$ cat src/rtl/xed_pkg.sv
package xed_pkg;

  // default maximum length of a reference name
  localparam int NAME_CAPACITY_DEF = 16;

  localparam int COUNT_W = 16;

  // result status codes
  typedef enum logic [1:0] {
    ST_OK         = 2'd0,
    ST_BAD_ENTITY = 2'd1,
    ST_OVERFLOW   = 2'd2,
    ST_INVALID    = 2'd3
  } status_t;

  // register indexes (word address bit 2)
  localparam logic REG_WRITE_MODE = 1'b0;
  localparam logic REG_MAX_LENGTH = 1'b1;

  // configuration as seen by the decoder
  typedef struct packed {
    logic               write_mode;
    logic [COUNT_W-1:0] max_length;
  } cfg_t;

  // one result item
  typedef struct packed {
    logic [7:0]         out_byte;
    logic               is_final;
    logic [COUNT_W-1:0] byte_count;
    status_t            status;
  } result_t;

  // named entities: text packed low byte first, length, decoded value
  localparam int ENT_NUM = 5;
  localparam logic [31:0] ENT_TEXT [ENT_NUM] = '{
    32'h0000_746C,   // lt
    32'h0000_7467,   // gt
    32'h0070_6D61,   // amp
    32'h736F_7061,   // apos
    32'h746F_7571    // quot
  };
  localparam logic [2:0] ENT_LEN [ENT_NUM] = '{3'd2, 3'd2, 3'd3, 3'd4, 3'd4};
  localparam logic [7:0] ENT_VALUE [ENT_NUM] = '{8'h3C, 8'h3E, 8'h26, 8'h27, 8'h22};

endpackage

$ cat src/rtl/xed_cfg_regs.sv
module xed_cfg_regs (
  input  logic          clk,
  input  logic          rst_n,
  input  logic          psel,
  input  logic          penable,
  input  logic          pwrite,
  input  logic [2:0]    paddr,
  input  logic [31:0]   pwdata,
  output logic [31:0]   prdata,
  output logic          pready,
  output xed_pkg::cfg_t cfg
);
  import xed_pkg::*;

  logic               write_mode_r;
  logic [COUNT_W-1:0] max_length_r;
  logic               wr_en;

  assign pready = 1'b1;
  assign wr_en  = psel & penable & pwrite;

  // register writes, word index in paddr[2]
  always_ff @(posedge clk) begin
    if (!rst_n) begin
      write_mode_r <= 1'b1;
      max_length_r <= {COUNT_W{1'b1}};
    end else if (wr_en) begin
      case (paddr[2])
        REG_WRITE_MODE: write_mode_r <= pwdata[0];
        REG_MAX_LENGTH: max_length_r <= pwdata[COUNT_W-1:0];
        default: ;
      endcase
    end
  end

  // read mux
  always_comb begin
    case (paddr[2])
      REG_WRITE_MODE: prdata = {31'd0, write_mode_r};
      REG_MAX_LENGTH: prdata = {{(32-COUNT_W){1'b0}}, max_length_r};
      default:        prdata = 32'd0;
    endcase
  end

  assign cfg.write_mode = write_mode_r;
  assign cfg.max_length = max_length_r;

endmodule

$ cat src/rtl/xed_decode_core.sv
module xed_decode_core #(
  parameter int NAME_CAPACITY = xed_pkg::NAME_CAPACITY_DEF
) (
  input  logic             clk,
  input  logic             rst_n,
  input  logic             fire,
  input  logic [7:0]       byte_in,
  input  xed_pkg::cfg_t    cfg,
  output logic             res_valid,
  output xed_pkg::result_t res
);
  import xed_pkg::*;

  localparam int LEN_W = $clog2(NAME_CAPACITY + 1);

  localparam logic [7:0] CH_NUL  = 8'h00;
  localparam logic [7:0] CH_AMP  = 8'h26;
  localparam logic [7:0] CH_SEMI = 8'h3B;
  localparam logic [7:0] CH_HASH = 8'h23;
  localparam logic [7:0] CH_X    = 8'h78;

  // string state
  logic               in_ref_r,  in_ref_nxt;
  logic [LEN_W-1:0]   len_r,     len_nxt;
  logic [COUNT_W-1:0] count_r,   count_nxt;
  status_t            err_r,     err_nxt;
  // reference trackers, updated byte by byte in place of a name buffer
  logic               is_num_r,  is_num_nxt;
  logic               is_hex_r,  is_hex_nxt;
  logic               num_ok_r,  num_ok_nxt;
  logic [7:0]         acc_r,     acc_nxt;
  logic [ENT_NUM-1:0] match_r,   match_nxt;

  logic               invalid;
  logic               digit_pos;
  logic               dig_ok;
  logic [3:0]         dig_val;
  logic [7:0]         acc_step;
  logic [ENT_NUM-1:0] match_step;
  logic               tr_bad;
  logic [7:0]         tr_value;
  logic [COUNT_W:0]   next_cnt;
  logic [COUNT_W-1:0] sat_cnt;
  logic               over;

  assign invalid = cfg.write_mode ? (cfg.max_length == '0) : (cfg.max_length != '0);

  // digit decode of the incoming name byte
  always_comb begin
    dig_ok  = 1'b0;
    dig_val = 4'd0;
    if (byte_in >= 8'h30 && byte_in <= 8'h39) begin
      dig_ok  = 1'b1;
      dig_val = 4'(byte_in - 8'h30);
    end else if (is_hex_r && byte_in >= 8'h61 && byte_in <= 8'h66) begin
      dig_ok  = 1'b1;
      dig_val = 4'(byte_in - 8'h61 + 8'd10);
    end else if (is_hex_r && byte_in >= 8'h41 && byte_in <= 8'h46) begin
      dig_ok  = 1'b1;
      dig_val = 4'(byte_in - 8'h41 + 8'd10);
    end
  end

  // a digit sits after '#', or after "#x" once hex is seen
  assign digit_pos = is_num_r &&
                     ((len_r >= LEN_W'(2)) || (len_r == LEN_W'(1) && byte_in != CH_X));

  // accumulate modulo 256: times 16 is a shift, times 10 is 8x + 2x
  assign acc_step = is_hex_r ? ({acc_r[3:0], 4'd0} + {4'd0, dig_val})
                             : ({acc_r[4:0], 3'd0} + {acc_r[6:0], 1'b0} + {4'd0, dig_val});

  // prefix match against each named entity
  always_comb begin
    for (int i = 0; i < ENT_NUM; i++) begin
      match_step[i] = match_r[i] &&
                      !(len_r < LEN_W'(ENT_LEN[i]) &&
                        byte_in != ENT_TEXT[i][{len_r[1:0], 3'b000} +: 8]);
    end
  end

  // name translation at ';'
  always_comb begin
    tr_bad   = 1'b1;
    tr_value = 8'd0;
    if (len_r == '0) begin
      tr_bad = 1'b1;
    end else if (is_num_r) begin
      tr_value = acc_r;
      if (len_r <= (is_hex_r ? LEN_W'(2) : LEN_W'(1))) tr_bad = 1'b1;
      else tr_bad = !num_ok_r;
    end else begin
      // scan downward so the first listed entity wins
      for (int i = ENT_NUM - 1; i >= 0; i--) begin
        if (match_r[i] && len_r >= LEN_W'(ENT_LEN[i])) begin
          tr_bad   = 1'b0;
          tr_value = ENT_VALUE[i];
        end
      end
    end
  end

  // count with saturation; overflow uses the unsaturated value
  assign next_cnt = {1'b0, count_r} + {{COUNT_W{1'b0}}, 1'b1};
  assign sat_cnt  = next_cnt[COUNT_W] ? {COUNT_W{1'b1}} : next_cnt[COUNT_W-1:0];
  assign over     = cfg.write_mode && (next_cnt > {1'b0, cfg.max_length});

  // per-byte step
  always_comb begin
    in_ref_nxt = in_ref_r;
    len_nxt    = len_r;
    count_nxt  = count_r;
    err_nxt    = err_r;
    is_num_nxt = is_num_r;
    is_hex_nxt = is_hex_r;
    num_ok_nxt = num_ok_r;
    acc_nxt    = acc_r;
    match_nxt  = match_r;
    res_valid  = 1'b0;
    res.out_byte   = 8'd0;
    res.is_final   = 1'b0;
    res.byte_count = count_r;
    res.status     = ST_OK;
    if (fire) begin
      if (byte_in == CH_NUL) begin
        // terminator: summary, then back to a fresh string
        res_valid    = 1'b1;
        res.is_final = 1'b1;
        if (err_r != ST_OK)  res.status = err_r;
        else if (invalid)    res.status = ST_INVALID;
        else if (in_ref_r)   res.status = ST_BAD_ENTITY;
        in_ref_nxt = 1'b0;
        len_nxt    = '0;
        count_nxt  = '0;
        err_nxt    = ST_OK;
      end else if (err_r != ST_OK) begin
        // held error: ignore until terminator
      end else if (invalid) begin
        err_nxt = ST_INVALID;
      end else if (in_ref_r && byte_in != CH_SEMI) begin
        // name byte
        if (len_r >= LEN_W'(NAME_CAPACITY)) begin
          err_nxt = ST_BAD_ENTITY;
        end else begin
          len_nxt   = len_r + LEN_W'(1);
          match_nxt = match_step;
          if (len_r == '0) is_num_nxt = (byte_in == CH_HASH);
          if (is_num_r && len_r == LEN_W'(1) && byte_in == CH_X) is_hex_nxt = 1'b1;
          if (digit_pos) begin
            if (dig_ok) acc_nxt = acc_step;
            else        num_ok_nxt = 1'b0;
          end
        end
      end else if (!in_ref_r && byte_in == CH_AMP) begin
        // reference opens
        in_ref_nxt = 1'b1;
        len_nxt    = '0;
        is_num_nxt = 1'b0;
        is_hex_nxt = 1'b0;
        num_ok_nxt = 1'b1;
        acc_nxt    = 8'd0;
        match_nxt  = {ENT_NUM{1'b1}};
      end else begin
        // plain byte or reference close: one decoded byte
        count_nxt = sat_cnt;
        if (in_ref_r) begin
          in_ref_nxt = 1'b0;
          len_nxt    = '0;
        end
        if (in_ref_r && tr_bad) begin
          err_nxt = ST_BAD_ENTITY;
        end else if (over) begin
          err_nxt = ST_OVERFLOW;
        end else if (cfg.write_mode) begin
          res_valid      = 1'b1;
          res.out_byte   = in_ref_r ? tr_value : byte_in;
          res.byte_count = sat_cnt;
        end
      end
    end
  end

  always_ff @(posedge clk) begin
    if (!rst_n) begin
      in_ref_r <= 1'b0;
      len_r    <= '0;
      count_r  <= '0;
      err_r    <= ST_OK;
    end else begin
      in_ref_r <= in_ref_nxt;
      len_r    <= len_nxt;
      count_r  <= count_nxt;
      err_r    <= err_nxt;
    end
  end

  // trackers are rearmed at each '&' that opens a reference
  always_ff @(posedge clk) begin
    is_num_r <= is_num_nxt;
    is_hex_r <= is_hex_nxt;
    num_ok_r <= num_ok_nxt;
    acc_r    <= acc_nxt;
    match_r  <= match_nxt;
  end

endmodule

$ cat src/rtl/xml_entity_reference_decoder_top.sv
// Each byte is held in the input register, then decoded into the
// result register.
// Throughput: one byte per cycle; the input stalls only while a result
// is held under out_stall and the input register is occupied.
// Reset (rst_n low, synchronous): string state cleared, write_mode = 1,
// max_length = 65535.
module xml_entity_reference_decoder_top #(
  parameter int NAME_CAPACITY = xed_pkg::NAME_CAPACITY_DEF
) (
  input  logic                        clk,
  input  logic                        rst_n,
  // input channel
  input  logic                        in_valid,
  output logic                        in_stall,
  input  logic [7:0]                  in_byte,
  // result channel
  output logic                        out_valid,
  input  logic                        out_stall,
  output logic [7:0]                  out_byte,
  output logic                        out_is_final,
  output logic [xed_pkg::COUNT_W-1:0] out_byte_count,
  output logic [1:0]                  out_status,
  // configuration
  input  logic                        psel,
  input  logic                        penable,
  input  logic                        pwrite,
  input  logic [2:0]                  paddr,
  input  logic [31:0]                 pwdata,
  output logic [31:0]                 prdata,
  output logic                        pready
);
  import xed_pkg::*;

  cfg_t    cfg;
  result_t res;
  logic    res_valid;

  logic       s1_valid_r, s1_valid_nxt;
  logic [7:0] s1_byte_r;
  logic       out_valid_r, out_valid_nxt;
  result_t    out_r;
  logic       adv;
  logic       fire;

  xed_cfg_regs u_cfg (
    .clk     (clk),
    .rst_n   (rst_n),
    .psel    (psel),
    .penable (penable),
    .pwrite  (pwrite),
    .paddr   (paddr),
    .pwdata  (pwdata),
    .prdata  (prdata),
    .pready  (pready),
    .cfg     (cfg)
  );

  xed_decode_core #(
    .NAME_CAPACITY (NAME_CAPACITY)
  ) u_core (
    .clk       (clk),
    .rst_n     (rst_n),
    .fire      (fire),
    .byte_in   (s1_byte_r),
    .cfg       (cfg),
    .res_valid (res_valid),
    .res       (res)
  );

  // pipeline advance: result register free or being taken
  assign adv      = !out_valid_r || !out_stall;
  assign fire     = s1_valid_r && adv;
  assign in_stall = s1_valid_r && !adv;

  assign s1_valid_nxt  = in_stall ? s1_valid_r : in_valid;
  assign out_valid_nxt = adv ? (fire && res_valid) : out_valid_r;

  always_ff @(posedge clk) begin
    if (!rst_n) begin
      s1_valid_r  <= 1'b0;
      out_valid_r <= 1'b0;
    end else begin
      s1_valid_r  <= s1_valid_nxt;
      out_valid_r <= out_valid_nxt;
    end
  end

  // payload registers
  always_ff @(posedge clk) begin
    if (!in_stall && in_valid) s1_byte_r <= in_byte;
    if (fire && res_valid)     out_r     <= res;
  end

  assign out_valid      = out_valid_r;
  assign out_byte       = out_r.out_byte;
  assign out_is_final   = out_r.is_final;
  assign out_byte_count = out_r.byte_count;
  assign out_status     = out_r.status;

endmodule

$ cat config.mk
export PLATFORM = sky130hd
export DESIGN_NAME = xml_entity_reference_decoder_top
export DESIGN_NICKNAME = d
export VERILOG_FILES = /design/src/rtl/xed_pkg.sv /design/src/rtl/xed_cfg_regs.sv /design/src/rtl/xed_decode_core.sv /design/src/rtl/xml_entity_reference_decoder_top.sv
export SDC_FILE = /design/constraint.sdc
export NUM_CORES = 1
export LEC_CHECK = 0
export ABC_AREA = 1
export BUFFER_PORTS_ARGS = -buffer_cell sky130_fd_sc_hd__buf_2
export CAP_MARGIN = 15
export CELL_PAD_IN_SITES_DETAIL_PLACEMENT = 1
export CELL_PAD_IN_SITES_GLOBAL_PLACEMENT = 2
export CORE_MARGIN = 5
export CORE_UTILIZATION = 30
export DETAILED_ROUTE_END_ITERATION = 8
export HOLD_SLACK_MARGIN = 0.06
export PLACE_DENSITY = 0.87
export SETUP_SLACK_MARGIN = 0.1
export SLEW_MARGIN = 10
export SYNTH_ARGS = -nofsm -noshare
export SYNTH_HDL_FRONTEND = slang
export SYNTH_SLANG_ARGS = --single-unit
$ cat constraint.sdc
create_clock -name clk -period 4 [get_ports clk]
set_input_delay 0.6 -clock clk [delete_from_list [all_inputs] [get_ports clk]]
set_output_delay 0.6 -clock clk [all_outputs]
set_load 0.01 [all_outputs]
-- Word level (Yosys, flattened, before mapping)
Index checks and enable logic that the tools add are counted.
- register bits after elaboration: 94
- input bits: 50
- output and inout port bits: 62
- word-level logic and storage cells: 241
- add/sub/neg operators: 10
- magnitude comparators: 15
- equal/unequal tests: 24
- shift operators: 5
- mux-type cells: 95
- bitwise logic cells: 8
- reduce and logical (&&, ||, !) cells: 66
- operators with widths (kind ; number):
    16-bit 2-to-1 mux ; 14
    32-bit by 6-bit variable part select with 8-bit output (first input constant) ; 5
    8-bit 2-to-1 mux ; 9
    32-bit case mux with 2 select lines ; 1
    5-bit 2-to-1 mux ; 10
    1-bit 2-to-1 mux ; 40
    8-bit inequality test ; 5
    1-bit logical AND ; 32
    6-bit 2-to-1 mux ; 5
    2-bit 2-to-1 mux ; 12
    18-bit 2-to-1 mux ; 1
    16-bit by 1-bit adder with 17-bit output (second input constant) ; 1
    17-bit by 16-bit > comparator with 1-bit output ; 1
    8-bit by 4-bit adder with 8-bit output ; 2
    8-bit by 6-bit equality test with 1-bit output (second input constant) ; 2
    8-bit by 7-bit >= comparator with 1-bit output (second input constant) ; 2
    8-bit by 7-bit <= comparator with 1-bit output (second input constant) ; 2
    16-bit logical NOT ; 1
    8-bit AND reduction ; 2
    16-bit nonzero test ; 1
    5-bit AND reduction ; 3
    7-bit AND reduction ; 2
    4-bit 2-to-1 mux ; 3
    4-bit by 1-bit subtractor with 4-bit output (second input constant) ; 3
    other kinds (33) ; 64

-- Depth between registers and ports, before layout
Gate-level depths: netlist of run 1.
- depth after elaboration: 18
- mapped depth: 23
- depth with buffers taken out: 23

-- By module
From an unflattened synthesis of run 1, not the netlist that was laid out.
- cell total of the unflattened synthesis: 800
- area total of the unflattened synthesis: 6283.5 um^2
- by module, submodules not included (module ; times used ; cells each ; area each (um^2) ; seq. area each (um^2)):
    xed_decode_core ; 1 ; 613 ; 4201.5 ; 960.9
    xml_entity_reference_decoder_top ; 1 ; 52 ; 1154.9 ; 1091.0
    xed_cfg_regs ; 1 ; 135 ; 927.1 ; 340.3

-- Worst setup path after synthesis of run 1
Ideal clock, no wire load.
- kind: register -> register
- start: reg s1_byte_r[0]
- end: reg u_core.acc_r[7] (data pin)
- library setup time: 261 ps
- arrival: 3136 ps
- data required time: 3739 ps
- slack: 603 ps
- stages on the path, launching flop included: 21
- path buffers: 1
- period minus slack after synthesis: 3397 ps
- path through: edfxtp_1 clkbuf_1 inv_1 ha_1 nand2_1 nand3_1 nand2_1 inv_1 a31oi_1 o21ai_0 fa_1 inv_1 ha_1 nand3_1 and2_1 inv_1 a21oi_1 nor2_1 nor2_1 xnor2_1 a21oi_1
- cells in the longest elaborated chain, start to end: 12
- elaborated cells between the ends (all ways): 28
- classes of those cells: add/sub: 7; order compare: 6; eq/ne: 1; mux: 8; reduce/logical: 6
- RTL lines (item ; line ; text):
    from (decl) ; xml_entity_reference_decoder_top.sv:39 ; logic [7:0] s1_byte_r;
    from (signal assigned) ; xml_entity_reference_decoder_top.sv:90 ; if (!in_stall && in_valid) s1_byte_r <= in_byte;
    branches (longest 11 deep; another with 8-bit by 4-bit adder with 8-bit output) ; n/a ;
    8-bit 2-to-1 mux (*) ; xed_decode_core.sv:139 ; end else if (in_ref_r && byte_in != CH_SEMI) begin
    to (signal assigned) ; xed_decode_core.sv:201 ; acc_r <= acc_nxt;
    to (decl) ; xed_decode_core.sv:31 ; logic [7:0] acc_r, acc_nxt;
Every way passes the cells marked *. The select of a mux whose other input is x is not followed.
A chain may end at the register's enable or synchronous reset.

==> results of run 1 <==
==> power by group through the flow <==
stage                     Sequential (mW)  Combinational, mW  Clock (mW)
after CTS                            1.08              0.330       0.886
after detailed placement             1.10              0.328           0
after global placement               1.10              0.322           0
after global routing                 1.09              0.366       0.925
final                                1.08              0.324       0.856
after floorplan                      1.10              0.218           0
==> area by class of cell <==
cell class	count	share of cell area
clock buffers	9	0.0323
clock inverters	7	0.00880
inverters	116	0.0628
multi-input cells	533	0.432
flip-flops and latches	94	0.343
well taps	270	0.0485
repair buffers	89	0.0722
==> state kept, by name, summed over array words and instances, names as in the netlist <==
signal / count
u_core.in_ref_r: 1
u_core.num_ok_r: 1
out_valid: 1
u_core.match_r: 5
u_cfg.write_mode_r: 1
u_core.acc_r: 8
out_byte: 8
out_is_final: 1
s1_valid_r: 1
u_core.is_num_r: 1
u_core.count_r: 16
out_byte_count: 16
out_status: 2
u_core.is_hex_r: 1
u_core.err_r: 2
u_cfg.max_length_r: 16
u_core.len_r: 5
s1_byte_r: 8
==> final timing paths <==
check,startpoint,endpoint,cells after the start,slack [ps]
worst max-delay path,u_core.count_r[0],out_byte_count[7],20,490
worst min-delay path,in_byte[6],s1_byte_r[6],1,420
worst min register to register,u_core.err_r[0],u_core.err_r[0],2,500
worst max register to register,u_core.count_r[0],out_byte_count[7],20,490
==> cell families (layout without fill, tap and decap cells) <==
logic type / count (synthesis) / count (layout) / synth area share
AOI/OAI and AO/OA: 152 / 152 / 0.150
and+or+nand+nor: 305 / 305 / 0.225
other: 2 / 17 / 0.00124
adders and majority gates: 39 / 39 / 0.0833
xor gates and xnor gates: 20 / 20 / 0.0290
buffers and inverters: 157 / 221 / 0.116
DFF: 94 / 94 / 0.396
==> layer usage <==
layer / up-vias / share of wire / routed length (microns)
met5: - / 0 / 0
met4: 0 / 0.017 / 290
met3: 16 / 0.028 / 489
met2: 70 / 0.51 / 8770
met1: 2469 / 0.45 / 7690
li1: 2666 / - / -
==> stage by stage <==
stage	utilization	worst slack [ps]	std cells	hold WS (ps)
floorplan	-	603	784	452
global placement	0.333	457	1102	484
detailed placement	0.333	354	1102	493
CTS	0.348	344	1118	403
global route	0.348	137	1118	405
finish	0.348	490	1118	419
==> repair_timing <==
item                       4_1_cts  5_1_grt
hold buffers                     0        0
setup endpoints to repair        0        4
resized for setup                0        2
==> critical path, cell delays in order, from the launching register on <==
cell,delay (ps)
sky130_fd_sc_hd__dfxtp_1,440
sky130_fd_sc_hd__ha_1,220
sky130_fd_sc_hd__nand2_1,90
sky130_fd_sc_hd__nor2_4,170
sky130_fd_sc_hd__nand3_1,140
sky130_fd_sc_hd__nor3_1,210
sky130_fd_sc_hd__xor2_1,170
sky130_fd_sc_hd__inv_1,90
sky130_fd_sc_hd__ha_1,300
sky130_fd_sc_hd__nand2_1,70
sky130_fd_sc_hd__nor2_1,140
sky130_fd_sc_hd__nand4_1,110
sky130_fd_sc_hd__nor3_1,150
sky130_fd_sc_hd__nand2_1,90
sky130_fd_sc_hd__nand2_1,70
sky130_fd_sc_hd__nand2_1,70
sky130_fd_sc_hd__a21oi_2,180
sky130_fd_sc_hd__nand2_4,180
sky130_fd_sc_hd__buf_12,220
sky130_fd_sc_hd__nand2_1,90
sky130_fd_sc_hd__o21ai_2,50
==> placed cells by master, fill, tap and decap left out, types with 2 or more instances in the layout <==
| cell | count |
|---|---|
| sky130_fd_sc_hd__nand2_1 | 136 |
| sky130_fd_sc_hd__inv_1 | 113 |
| sky130_fd_sc_hd__nor2_1 | 80 |
| sky130_fd_sc_hd__buf_2 | 76 |
| sky130_fd_sc_hd__a21oi_1 | 53 |
| sky130_fd_sc_hd__edfxtp_1 | 51 |
| sky130_fd_sc_hd__o21ai_0 | 44 |
| sky130_fd_sc_hd__dfxtp_1 | 43 |
| sky130_fd_sc_hd__ha_1 | 37 |
| sky130_fd_sc_hd__nand3_1 | 35 |
| sky130_fd_sc_hd__conb_1 | 17 |
| sky130_fd_sc_hd__o21ai_2 | 15 |
| sky130_fd_sc_hd__nand4_1 | 12 |
| sky130_fd_sc_hd__nor3_1 | 12 |
| sky130_fd_sc_hd__xor2_1 | 12 |
| sky130_fd_sc_hd__nand2_2 | 11 |
| sky130_fd_sc_hd__buf_4 | 11 |
| sky130_fd_sc_hd__o22ai_1 | 10 |
| sky130_fd_sc_hd__clkbuf_16 | 9 |
| sky130_fd_sc_hd__xnor2_1 | 8 |
| sky130_fd_sc_hd__nor4_1 | 5 |
| sky130_fd_sc_hd__a31oi_1 | 5 |
| sky130_fd_sc_hd__inv_6 | 4 |
| sky130_fd_sc_hd__a21o_1 | 3 |
| sky130_fd_sc_hd__nor2_2 | 3 |
| sky130_fd_sc_hd__nor2_4 | 3 |
| sky130_fd_sc_hd__o211ai_1 | 3 |
| sky130_fd_sc_hd__a22oi_1 | 3 |
| sky130_fd_sc_hd__nand2_4 | 2 |
| sky130_fd_sc_hd__clkinv_1 | 2 |
| sky130_fd_sc_hd__o2111ai_1 | 2 |
| sky130_fd_sc_hd__o21ai_1 | 2 |
| sky130_fd_sc_hd__o31ai_1 | 2 |
| sky130_fd_sc_hd__a32oi_1 | 2 |
| sky130_fd_sc_hd__o41ai_1 | 2 |
| sky130_fd_sc_hd__fa_1 | 2 |
| sky130_fd_sc_hd__clkinvlp_4 | 2 |
| sky130_fd_sc_hd__buf_12 | 2 |
==> reports/summary.log, run 1 <==
[cts] Sink Count 94
[timing] final worst clock skew 12.2 ps
[global_route] global router's overall resource usage 0.151
[power] power share of the combinational group 0.143
[timing] period utilisation layout 0.877
[place] post-detailed-placement cell area 6680 sq um
[cts] clock tree from TritonCTS built
[timing] RSZ-0062 raised after global routing no
[place] gpl congestion 0.854
[logic_synthesis] flip-flop and latch count after synthesis 94
[final_layout] share of final-layout standard cells stronger than drive strength 1 0.171
[route] number of detailed-routing iterations run before antenna repair 5
[floorplanning] total I/O pin count 112
[cts] clock root buffer sky130_fd_sc_hd__clkbuf_16
[logic_synthesis] primary flip-flop cell chosen by synthesis mapping sky130_fd_sc_hd__edfxtp_1
[timing] count of pins over their slew limit 0
[timing] maximum achievable frequency 285 MHz
[global_route] peak-usage layer in the global routing report met2
[global_route] via count of the first global-routing pass 5508
[global_route] global-route met1 utilization 0.181
[logic_synthesis] average instance area after synthesis 7.86 sq um
[flow_run] # Max-Cap Violations 0
[global_route] grt total ovfl 0
[floorplanning] Total Die Area 23100 sq um
[timing] relative max-transition margin 0.402
[power] switching share of total power 0.292
[floorplanning] die outline width 152 microns
[logic_synthesis] synthesized instance count 769
[final_layout] post-layout net count 932
[logic_synthesis] Unique masters post-synth 48
[power] leakage 3.32 nW
[cts] clock insertion delay at the later pin of the skew report 360 ps
[global_route] met3 global-route usage 0.0265
[final_layout] antenna diode count 0
[power] total power of the final layout 2.26 mW
[worst_hold_path] type of the most critical hold path in2reg
[worst_setup_path] Worst Setup Start Kind flop
[worst_setup_path] Req. time, crit path 4120 ps
[logic_synthesis] largest cells by area after synthesis sky130_fd_sc_hd__edfxtp_1, sky130_fd_sc_hd__dfxtp_1, sky130_fd_sc_hd__nand2_1, sky130_fd_sc_hd__ha_1, sky130_fd_sc_hd__inv_1
[power] Int Pwr 1.60 mW
[route] detailed-route DRC error count 0
[worst_setup_path] Max Fanout on Critical Path 24
[timing] final hold vios 0
[global_route] antenna violations before repair 0
[worst_setup_path] CP endpoint kind flop
[global_route] global routing usage on met2 0.273
[final_layout] combined area of the multi-input logic cells 3010 sq um
[final_layout] number of fill cells 2519
[route] residual antenna-violating net count after detailed routing 0
[route] Routed Wire Length 17200 microns
[floorplanning] Core Box Area 20000 sq um
[logic_synthesis] ys async rst share 0
[logic_synthesis] leading cell types by count after synthesis sky130_fd_sc_hd__nand2_1, sky130_fd_sc_hd__inv_1, sky130_fd_sc_hd__nor2_1
[logic_synthesis] post-synth top area share 0.254
[cts] largest buffer count on any clock path 2
[logic_synthesis] share of synthesized area occupied by flip-flops and latches 0.396
[floorplanning] Rows 52
[worst_setup_path] critical setup path kind reg2reg
[logic_synthesis] most frequent cell after synthesis sky130_fd_sc_hd__nand2_1
[worst_setup_path] arrival time of data at the critical path endpoint 3630 ps
[power] power dissipated by switching net loads 0.660 mW
[timing] setup tns final 0 ps
[route] routed wirelength normalized by instance count 15.4 microns
[logic_synthesis] synthesis warning total 0
[route] vias 5221
[cts] buffers inserted during post-CTS setup optimization 0
[final_layout] Register Area 2390 sq um
[cts] number of H-tree branching levels 3
[cts] clk slew on worst S/H paths 80 ps
[power] register share of total power 0.478
[timing] pin slew with the least headroom to its limit 893 ps
[floorplanning] floorplan die height 152 microns
[power] maximum vdd drop 206 uV
[logic_synthesis] cell taking the most area after synthesis sky130_fd_sc_hd__edfxtp_1
[place] Buffers on Ports 76
[route] via density per instance 4.67
[timing] minimum clock period 3510 ps
[final_layout] post-synthesis to final-layout area growth 15.4%
[final_layout] final cell area excluding filler cells 6970 sq um
[global_route] largest net degree at the start of global routing 32
[route] Initial DRC Count 265
[floorplanning] initial cell density of the core 0.301
[logic_synthesis] number of synthesized flops with an enable pin 51
[outcome] result of the run completed
[logic_synthesis] post-synthesis instance area 6040 sq um
[power] portion of total power attributed to the clock network 0.379
[timing] # setup viols final 0
[power] power per cell area 324 nW/um^2
[cts] number of buffers created by CTS 9
[place] detailed-placement wirelength estimate 13600 microns
[global_route] wire length of the first global-routing pass 28400 microns
Power figures use the tool's default switching activity.
==> run 2: changes to the inputs <==
clock period = 4.3 ns   (was 4 ns; I/O delays follow)
==> run 2 against run 1 <==
Net effect:
- clock power decreased by 7.6%
- die area unchanged
- clock-buffer cell count did not move
- setup slack improved by 160 ps
- critical path depth unchanged
- wire length increased by 0.55%
- non-clock buffer count fell by 6
- core utilization shrank 0.36 points
- critical endpoint is now out_byte_count[0]
- critical path type unchanged
==> reports/summary.log, run 2 (synthesis results as in run 1) <==
[outcome] result of the run completed [unchanged]
[power] leakage 3.28 nW [was 3.32 nW]
[cts] clock root buffer sky130_fd_sc_hd__clkbuf_16 [unchanged]
[final_layout] most frequent cells in the layout sky130_fd_sc_hd__nand2_1, sky130_fd_sc_hd__inv_1, sky130_fd_sc_hd__nor2_1, sky130_fd_sc_hd__buf_2, sky130_fd_sc_hd__a21oi_1 [unchanged]
[floorplanning] Core Box Area 20000 sq um [unchanged]
[final_layout] final cell area excluding filler cells 6900 sq um [was 6970 sq um]
[global_route] antenna violations before repair 0 [unchanged]
[worst_hold_path] type of the most critical hold path in2reg [unchanged]
[cts] buffers inserted during post-CTS setup optimization 0 [unchanged]
[floorplanning] total I/O pin count 112 [unchanged]
[worst_setup_path] CP endpoint kind flop [unchanged]
[place] post-detailed-placement cell area 6610 sq um [was 6680 sq um]
[timing] setup tns final 0 ps [unchanged]
[worst_setup_path] Max Fanout on Critical Path 37 [was 24]
[power] power per cell area 303 nW/um^2 [was 324 nW/um^2]
[global_route] via count of the first global-routing pass 5604 [was 5508]
[worst_setup_path] Worst Setup Start Kind flop [unchanged]
[worst_setup_path] critical setup path kind reg2reg [unchanged]
[timing] final hold slack 463 ps [was 419 ps]
[route] residual antenna-violating net count after detailed routing 0 [unchanged]
[cts] largest buffer count on any clock path 2 [unchanged]
[timing] # setup viols final 0 [unchanged]
[global_route] global router's overall resource usage 0.152 [was 0.151]
[timing] pin slew with the least headroom to its limit 930 ps [was 893 ps]
[cts] number of buffers created by CTS 9 [unchanged]
[final_layout] commonest non-fill, non-tap cell in the layout sky130_fd_sc_hd__nand2_1 [unchanged]
[power] maximum vdd drop 191 uV [was 206 uV]
[floorplanning] die outline width 152 microns [unchanged]
[place] Buffers on Ports 76 [unchanged]
[route] routed wirelength normalized by instance count 15.6 microns [was 15.4 microns]
[timing] final worst clock skew 8.75 ps [was 12.2 ps]
[floorplanning] Total Die Area 23100 sq um [unchanged]
[timing] relative max-transition margin 0.376 [was 0.402]
[cts] clk slew on worst S/H paths 70 ps [was 80 ps]
[cts] number of buffers inserted for hold repair after clock tree synthesis 0 [unchanged]
[place] detailed-placement wirelength estimate 13600 microns [about the same]
[global_route] wire length of the first global-routing pass 28700 microns [was 28400 microns]
[timing] RSZ-0062 raised after global routing no [unchanged]
[final_layout] number of fill cells 2519 [unchanged]
[route] number of detailed-routing iterations run before antenna repair 4 [was 5]
[cts] number of H-tree branching levels 3 [unchanged]
[cts] cells resized by post-CTS repair 0 [unchanged]
[flow_run] # Max-Cap Violations 0 [unchanged]
[timing] period utilisation layout 0.848 [was 0.877]
[global_route] largest net degree at the start of global routing 38 [was 32]
[worst_setup_path] arrival time of data at the critical path endpoint 3730 ps [was 3630 ps]
[floorplanning] Rows 52 [unchanged]
[timing] final hold vios 0 [unchanged]
[final_layout] share of final-layout standard cells stronger than drive strength 1 0.164 [was 0.171]
[place] gpl congestion 0.833 [was 0.854]
[route] Initial DRC Count 254 [was 265]
[final_layout] post-synthesis to final-layout area growth 14.2% [was 15.4%]
[floorplanning] floorplan die height 152 microns [unchanged]
[route] Routed Wire Length 17300 microns [was 17200 microns]
[cts] clock insertion delay at the later pin of the skew report 360 ps [about the same]
[global_route] grt total ovfl 0 [unchanged]
[timing] maximum achievable frequency 274 MHz [was 285 MHz]
[timing] count of pins over their slew limit 0 [unchanged]
[route] detailed-route DRC error count 0 [unchanged]
[final_layout] antenna diode count 0 [unchanged]
[route] via density per instance 4.70 [was 4.67]
[final_layout] non-filler instance count after layout 1112 [was 1118]
[place] number of instances in the placed design 1096 [was 1102]
[floorplanning] initial cell density of the core 0.301 [unchanged]
[cts] clock tree from TritonCTS built [unchanged]
[final_layout] post-layout net count 926 [was 932]
[worst_setup_path] Req. time, crit path 4390 ps [was 4120 ps]
[timing] minimum clock period 3650 ps [was 3510 ps]
[cts] Sink Count 94 [unchanged]
[route] vias 5227 [was 5221]
==> run 2: path summary, 6_finish.rpt <==
| kind | from | endpoint | slack [ps] | cells after the start |
|---|---|---|---|---|
| worst max-delay path | u_core.count_r[0] | out_byte_count[0] | 650 | 20 |
| worst min-delay path | in_byte[3] | s1_byte_r[3] | 460 | 1 |
| worst max register to register | u_core.count_r[0] | out_byte_count[0] | 650 | 20 |
| worst min register to register | u_core.err_r[0] | u_core.err_r[0] | 500 | 2 |
==> run 2: layout make-up <==
cell class	instances	area (sq um)	share of cell area
clock inverters	7	61.3	0.00889
flip-flops and latches	94	2390	0.347
inverters	116	438	0.0635
multi-input cells	533	3010	0.436
repair buffers	83	433	0.0628
clock buffers	9	225	0.0327
well taps	270	338	0.0490
==> run 2: power by group <==
group	switching, mW	internal [mW]
clock	0.387	0.405
combinational	0.194	0.0922
sequential	0.0269	0.984
==> run 2: per-stage QoR <==
stage          power, mW  setup WS [ps]   util
2_1_floorplan       1.23            903      -
5_1_grt             2.20            254  0.344
6_report            2.09            652  0.344
4_1_cts             2.12            616  0.344
3_5_place_dp        1.32            640  0.330
3_3_place_gp        1.31            724  0.330
==> run 2: worst max-delay path, stage by stage, from the launching register on <==
cell                      delay, ps
sky130_fd_sc_hd__dfxtp_1        440
sky130_fd_sc_hd__nand3_1        120
sky130_fd_sc_hd__nor2_1         200
sky130_fd_sc_hd__nand2_1        120
sky130_fd_sc_hd__inv_1          110
sky130_fd_sc_hd__nand2_1         90
sky130_fd_sc_hd__nor3_1         180
sky130_fd_sc_hd__xor2_1         160
sky130_fd_sc_hd__inv_1           90
sky130_fd_sc_hd__ha_1           300
sky130_fd_sc_hd__inv_1           50
sky130_fd_sc_hd__nor2_1         170
sky130_fd_sc_hd__nand4_1        110
sky130_fd_sc_hd__nor3_1         140
sky130_fd_sc_hd__nand2_1         90
sky130_fd_sc_hd__nand2_1         70
sky130_fd_sc_hd__nand2_1         70
sky130_fd_sc_hd__a21oi_2        180
sky130_fd_sc_hd__nand2_4        300
sky130_fd_sc_hd__inv_1          220
sky130_fd_sc_hd__o21ai_0        140
==> run 2: metal layers <==
metal,vias up,wire length [microns],share of wire,global-route usage
met5,-,0,0,0
met4,0,369,0.021,0.0501
met3,21,534,0.031,0.0267
met2,91,8800,0.51,0.274
met1,2465,7630,0.44,0.182
li1,2650,-,-,-
==> run 3: changes to the inputs <==
ABC_AREA = 0   (was 1)
PLACE_DENSITY = 0.84   (was 0.87)
clock period = 3.4 ns   (was 4.3 ns; I/O delays follow)
==> run 3 against run 2 <==
Net effect:
- die area increased by 0.70%
- core utilization increased by 4.7 points
- critical path type unchanged
- first-iteration DRC count decreased by 8.3%
- critical path depth decreased by 5
- clock power increased by 25%
- clock-buffer cell count unchanged
- register-to-register slack got worse by 580 ps
==> reports/summary.log, run 3 <==
[timing] final hold slack 330 ps [was 463 ps]
[route] Routed Wire Length 18200 microns [was 17300 microns]
[final_layout] non-filler instance count after layout 1061 [was 1112]
[route] Initial DRC Count 233 [was 254]
[timing] final worst clock skew 9.08 ps [was 8.75 ps]
[final_layout] post-synthesis to final-layout area growth 29.3% [was 14.2%]
[final_layout] antenna diode count 0 [unchanged]
[global_route] largest net degree at the start of global routing 24 [was 38]
[cts] largest buffer count on any clock path 2 [unchanged]
[power] power share of the combinational group 0.157 [was 0.137]
[logic_synthesis] leading cell types by count after synthesis sky130_fd_sc_hd__nor2_1, sky130_fd_sc_hd__nand2_1, sky130_fd_sc_hd__edfxtp_1 [was sky130_fd_sc_hd__nand2_1, sky130_fd_sc_hd__inv_1, sky130_fd_sc_hd__nor2_1]
[logic_synthesis] post-synth top area share 0.252 [was 0.254]
[worst_setup_path] CP endpoint kind flop [unchanged]
[global_route] via count of the first global-routing pass 5504 [was 5604]
[logic_synthesis] cell taking the most area after synthesis sky130_fd_sc_hd__edfxtp_1 [unchanged]
[place] Buffers on Ports 76 [unchanged]
[final_layout] most frequent cells in the layout sky130_fd_sc_hd__buf_2, sky130_fd_sc_hd__buf_4, sky130_fd_sc_hd__nor2_1, sky130_fd_sc_hd__nand2_1, sky130_fd_sc_hd__edfxtp_1 [was sky130_fd_sc_hd__nand2_1, sky130_fd_sc_hd__inv_1, sky130_fd_sc_hd__nor2_1, sky130_fd_sc_hd__buf_2, sky130_fd_sc_hd__a21oi_1]
[place] number of instances in the placed design 1022 [was 1096]
[power] Int Pwr 1.93 mW [was 1.48 mW]
[timing] maximum achievable frequency 300 MHz [was 274 MHz]
[place] detailed-placement wirelength estimate 13400 microns [was 13600 microns]
[final_layout] post-layout net count 875 [was 926]
[flow_run] # Max-Cap Violations 0 [unchanged]
[place] gpl congestion 0.783 [was 0.833]
[worst_setup_path] arrival time of data at the critical path endpoint 3410 ps [was 3730 ps]
[worst_setup_path] critical setup path kind reg2reg [unchanged]
[worst_setup_path] Req. time, crit path 3480 ps [was 4390 ps]
[logic_synthesis] share of synthesized area occupied by flip-flops and latches 0.393 [was 0.396]
[route] detailed-route DRC error count 0 [unchanged]
[timing] relative max-transition margin 0.491 [was 0.376]
[worst_setup_path] Max Fanout on Critical Path 7 [was 37]
[place] post-detailed-placement cell area 7040 sq um [was 6610 sq um]
[global_route] wire length of the first global-routing pass 29100 microns [was 28700 microns]
[final_layout] Register Area 2400 sq um [was 2390 sq um]
[cts] number of H-tree branching levels 3 [unchanged]
[logic_synthesis] most frequent cell after synthesis sky130_fd_sc_hd__nor2_1 [was sky130_fd_sc_hd__nand2_1]
[global_route] grt total ovfl 0 [unchanged]
[final_layout] final cell area excluding filler cells 7870 sq um [was 6900 sq um]
[power] total power of the final layout 2.68 mW [was 2.09 mW]
[cts] clock root buffer sky130_fd_sc_hd__clkbuf_16 [unchanged]
[power] register share of total power 0.472 [was 0.484]
[timing] RSZ-0062 raised after global routing yes [was no]
[logic_synthesis] synthesis warning total 0 [unchanged]
[route] residual antenna-violating net count after detailed routing 0 [unchanged]
[logic_synthesis] post-synthesis instance area 6090 sq um [was 6040 sq um]
[power] maximum vdd drop 191 uV [about the same]
[global_route] antenna violations before repair 0 [unchanged]
[floorplanning] total I/O pin count 112 [unchanged]
[final_layout] number of fill cells 2336 [was 2519]
[logic_synthesis] number of synthesized flops with an enable pin 51 [unchanged]
[logic_synthesis] Unique masters post-synth 75 [was 48]
[worst_setup_path] Worst Setup Start Kind flop [unchanged]
[logic_synthesis] largest cells by area after synthesis sky130_fd_sc_hd__edfxtp_1, sky130_fd_sc_hd__dfxtp_1, sky130_fd_sc_hd__ha_1, sky130_fd_sc_hd__nor2_1, sky130_fd_sc_hd__a21oi_1 [was sky130_fd_sc_hd__edfxtp_1, sky130_fd_sc_hd__dfxtp_1, sky130_fd_sc_hd__nand2_1, sky130_fd_sc_hd__ha_1, sky130_fd_sc_hd__inv_1]
[final_layout] combined area of the multi-input logic cells 3600 sq um [was 3010 sq um]
[route] vias 5276 [was 5227]
[final_layout] commonest non-fill, non-tap cell in the layout sky130_fd_sc_hd__buf_2 [was sky130_fd_sc_hd__nand2_1]
[cts] clk slew on worst S/H paths 70 ps [about the same]
[logic_synthesis] ys async rst share 0 [unchanged]
[route] routed wirelength normalized by instance count 17.1 microns [was 15.6 microns]
[timing] period utilisation layout 0.979 [was 0.848]
[power] power dissipated by switching net loads 0.747 mW [was 0.607 mW]
[timing] minimum clock period 3330 ps [was 3650 ps]
[floorplanning] Rows 52 [unchanged]
[logic_synthesis] synthesized instance count 661 [was 769]
[floorplanning] Core Box Area 20100 sq um [was 20000 sq um]
[power] leakage 3.44 nW [was 3.28 nW]
[logic_synthesis] primary flip-flop cell chosen by synthesis mapping sky130_fd_sc_hd__edfxtp_1 [unchanged]
[power] switching share of total power 0.279 [was 0.291]
[power] portion of total power attributed to the clock network 0.370 [was 0.379]
[timing] pin slew with the least headroom to its limit 763 ps [was 930 ps]
[cts] clock insertion delay at the later pin of the skew report 350 ps [was 360 ps]
[timing] final hold vios 0 [unchanged]
[route] number of detailed-routing iterations run before antenna repair 4 [unchanged]
[logic_synthesis] flip-flop and latch count after synthesis 94 [unchanged]
[floorplanning] floorplan die height 152 microns [about the same]
[cts] number of buffers inserted for hold repair after clock tree synthesis 0 [unchanged]
[cts] Sink Count 94 [unchanged]
[cts] number of buffers created by CTS 9 [unchanged]
[timing] # setup viols final 0 [unchanged]
[floorplanning] Total Die Area 23200 sq um [was 23100 sq um]
[floorplanning] initial cell density of the core 0.303 [was 0.301]
[timing] count of pins over their slew limit 0 [unchanged]
[final_layout] share of final-layout standard cells stronger than drive strength 1 0.320 [was 0.164]
[cts] clock tree from TritonCTS built [unchanged]
[global_route] global router's overall resource usage 0.152 [about the same]
[logic_synthesis] average instance area after synthesis 9.21 sq um [was 7.86 sq um]
[outcome] result of the run completed [unchanged]
[worst_hold_path] type of the most critical hold path in2reg [unchanged]
[floorplanning] die outline width 152 microns [about the same]
[route] via density per instance 4.97 [was 4.70]
[power] power per cell area 340 nW/um^2 [was 303 nW/um^2]
-- run 3: cell types whose count changed after synthesis, moves of 15 or more --
cell / delta
sky130_fd_sc_hd__nor2_1: -18
sky130_fd_sc_hd__inv_1: -74
sky130_fd_sc_hd__a22o_1: +15
sky130_fd_sc_hd__nand2_1: -79
sky130_fd_sc_hd__o21ai_0: -23
sky130_fd_sc_hd__o21ai_2: -15
-- run 3: stage by stage --
stage	utilization	setup TNS, ps	worst slack, ps
2_1_floorplan	-	0	60.7
5_1_grt	0.391	-3230	-114
4_1_cts	0.377	0	46.1
3_3_place_gp	0.350	0	15.1
6_report	0.391	0	70.7
3_5_place_dp	0.350	-215	-37.5
-- run 3: what timing repair did --
| item | CTS | global route |
|---|---|---|
| endpoints found under the hold margin | 0 | 0 |
| gates resized for setup | 27 | 43 |
| endpoints found under the setup margin | 41 | 55 |
| cloned | 2 | 1 |
| setup buffers | 11 | 12 |
| pin swaps | 12 | 25 |
-- run 3: power by group through the flow --
stage                     logic [mW]  registers [mW]  clock network (mW)
after floorplan                0.243            1.29                   0
after global placement         0.364            1.29                   0
after detailed placement       0.370            1.29                   0
after CTS                      0.400            1.27                1.02
after global routing           0.460            1.27                1.07
final                          0.421            1.26               0.991
-- run 3: final timing paths --
path | startpoint | endpoint | slack, ps | cells past startpoint
worst min-delay path | in_byte[2] | s1_byte_r[2] | 330 | 1
worst max-delay path | u_core.count_r[3] | out_byte_count[9] | 70 | 15
worst min register to register | u_core.err_r[0] | u_core.err_r[0] | 500 | 2
worst max register to register | u_core.count_r[3] | out_byte_count[9] | 70 | 15
-- run 3: layout make-up --
cell class                 instances  area share
multi-input combinational        483       0.458
sequential                        94       0.306
timing repair buffer             156       0.138
tap                              270      0.0429
clock buffer                       9      0.0286
inverter                          42      0.0200
clock inverter                     7     0.00747
-- run 3: cells by family (layout without fill, tap and decap cells) --
group           count (synthesis)  after routing  synth area share
other cells                     2             17           0.00123
fa+ha+maj                      39             39            0.0826
buf+inv                        99            214            0.0826
xor+xnor                       35             35            0.0516
flops                          94             94             0.393
compound gates                142            142             0.159
simple gates                  234            234             0.197
mux                            16             16            0.0333
-- run 3: per-layer routing --
layer	wire length, microns	up-vias	track usage
met5	0	-	0
met4	327	0	0.0471
met3	691	25	0.0267
met2	8210	112	0.240
met1	8950	2562	0.212
li1	-	2577	-
-- run 3: critical path, stage by stage, from the launching register on --
cell and delay [ps]:
sky130_fd_sc_hd__dfxtp_4 380, sky130_fd_sc_hd__and3_4 190, sky130_fd_sc_hd__nand3_4 80, sky130_fd_sc_hd__or2_4 280, sky130_fd_sc_hd__nor3_4 210, sky130_fd_sc_hd__xor2_2 230, sky130_fd_sc_hd__ha_4 250, sky130_fd_sc_hd__a21oi_2 130
sky130_fd_sc_hd__nand2_1 100, sky130_fd_sc_hd__nor4_2 310, sky130_fd_sc_hd__o22ai_2 120, sky130_fd_sc_hd__o31ai_4 100, sky130_fd_sc_hd__buf_6 160, sky130_fd_sc_hd__nand4_1 150, sky130_fd_sc_hd__nand2_4 170, sky130_fd_sc_hd__clkbuf_16 170
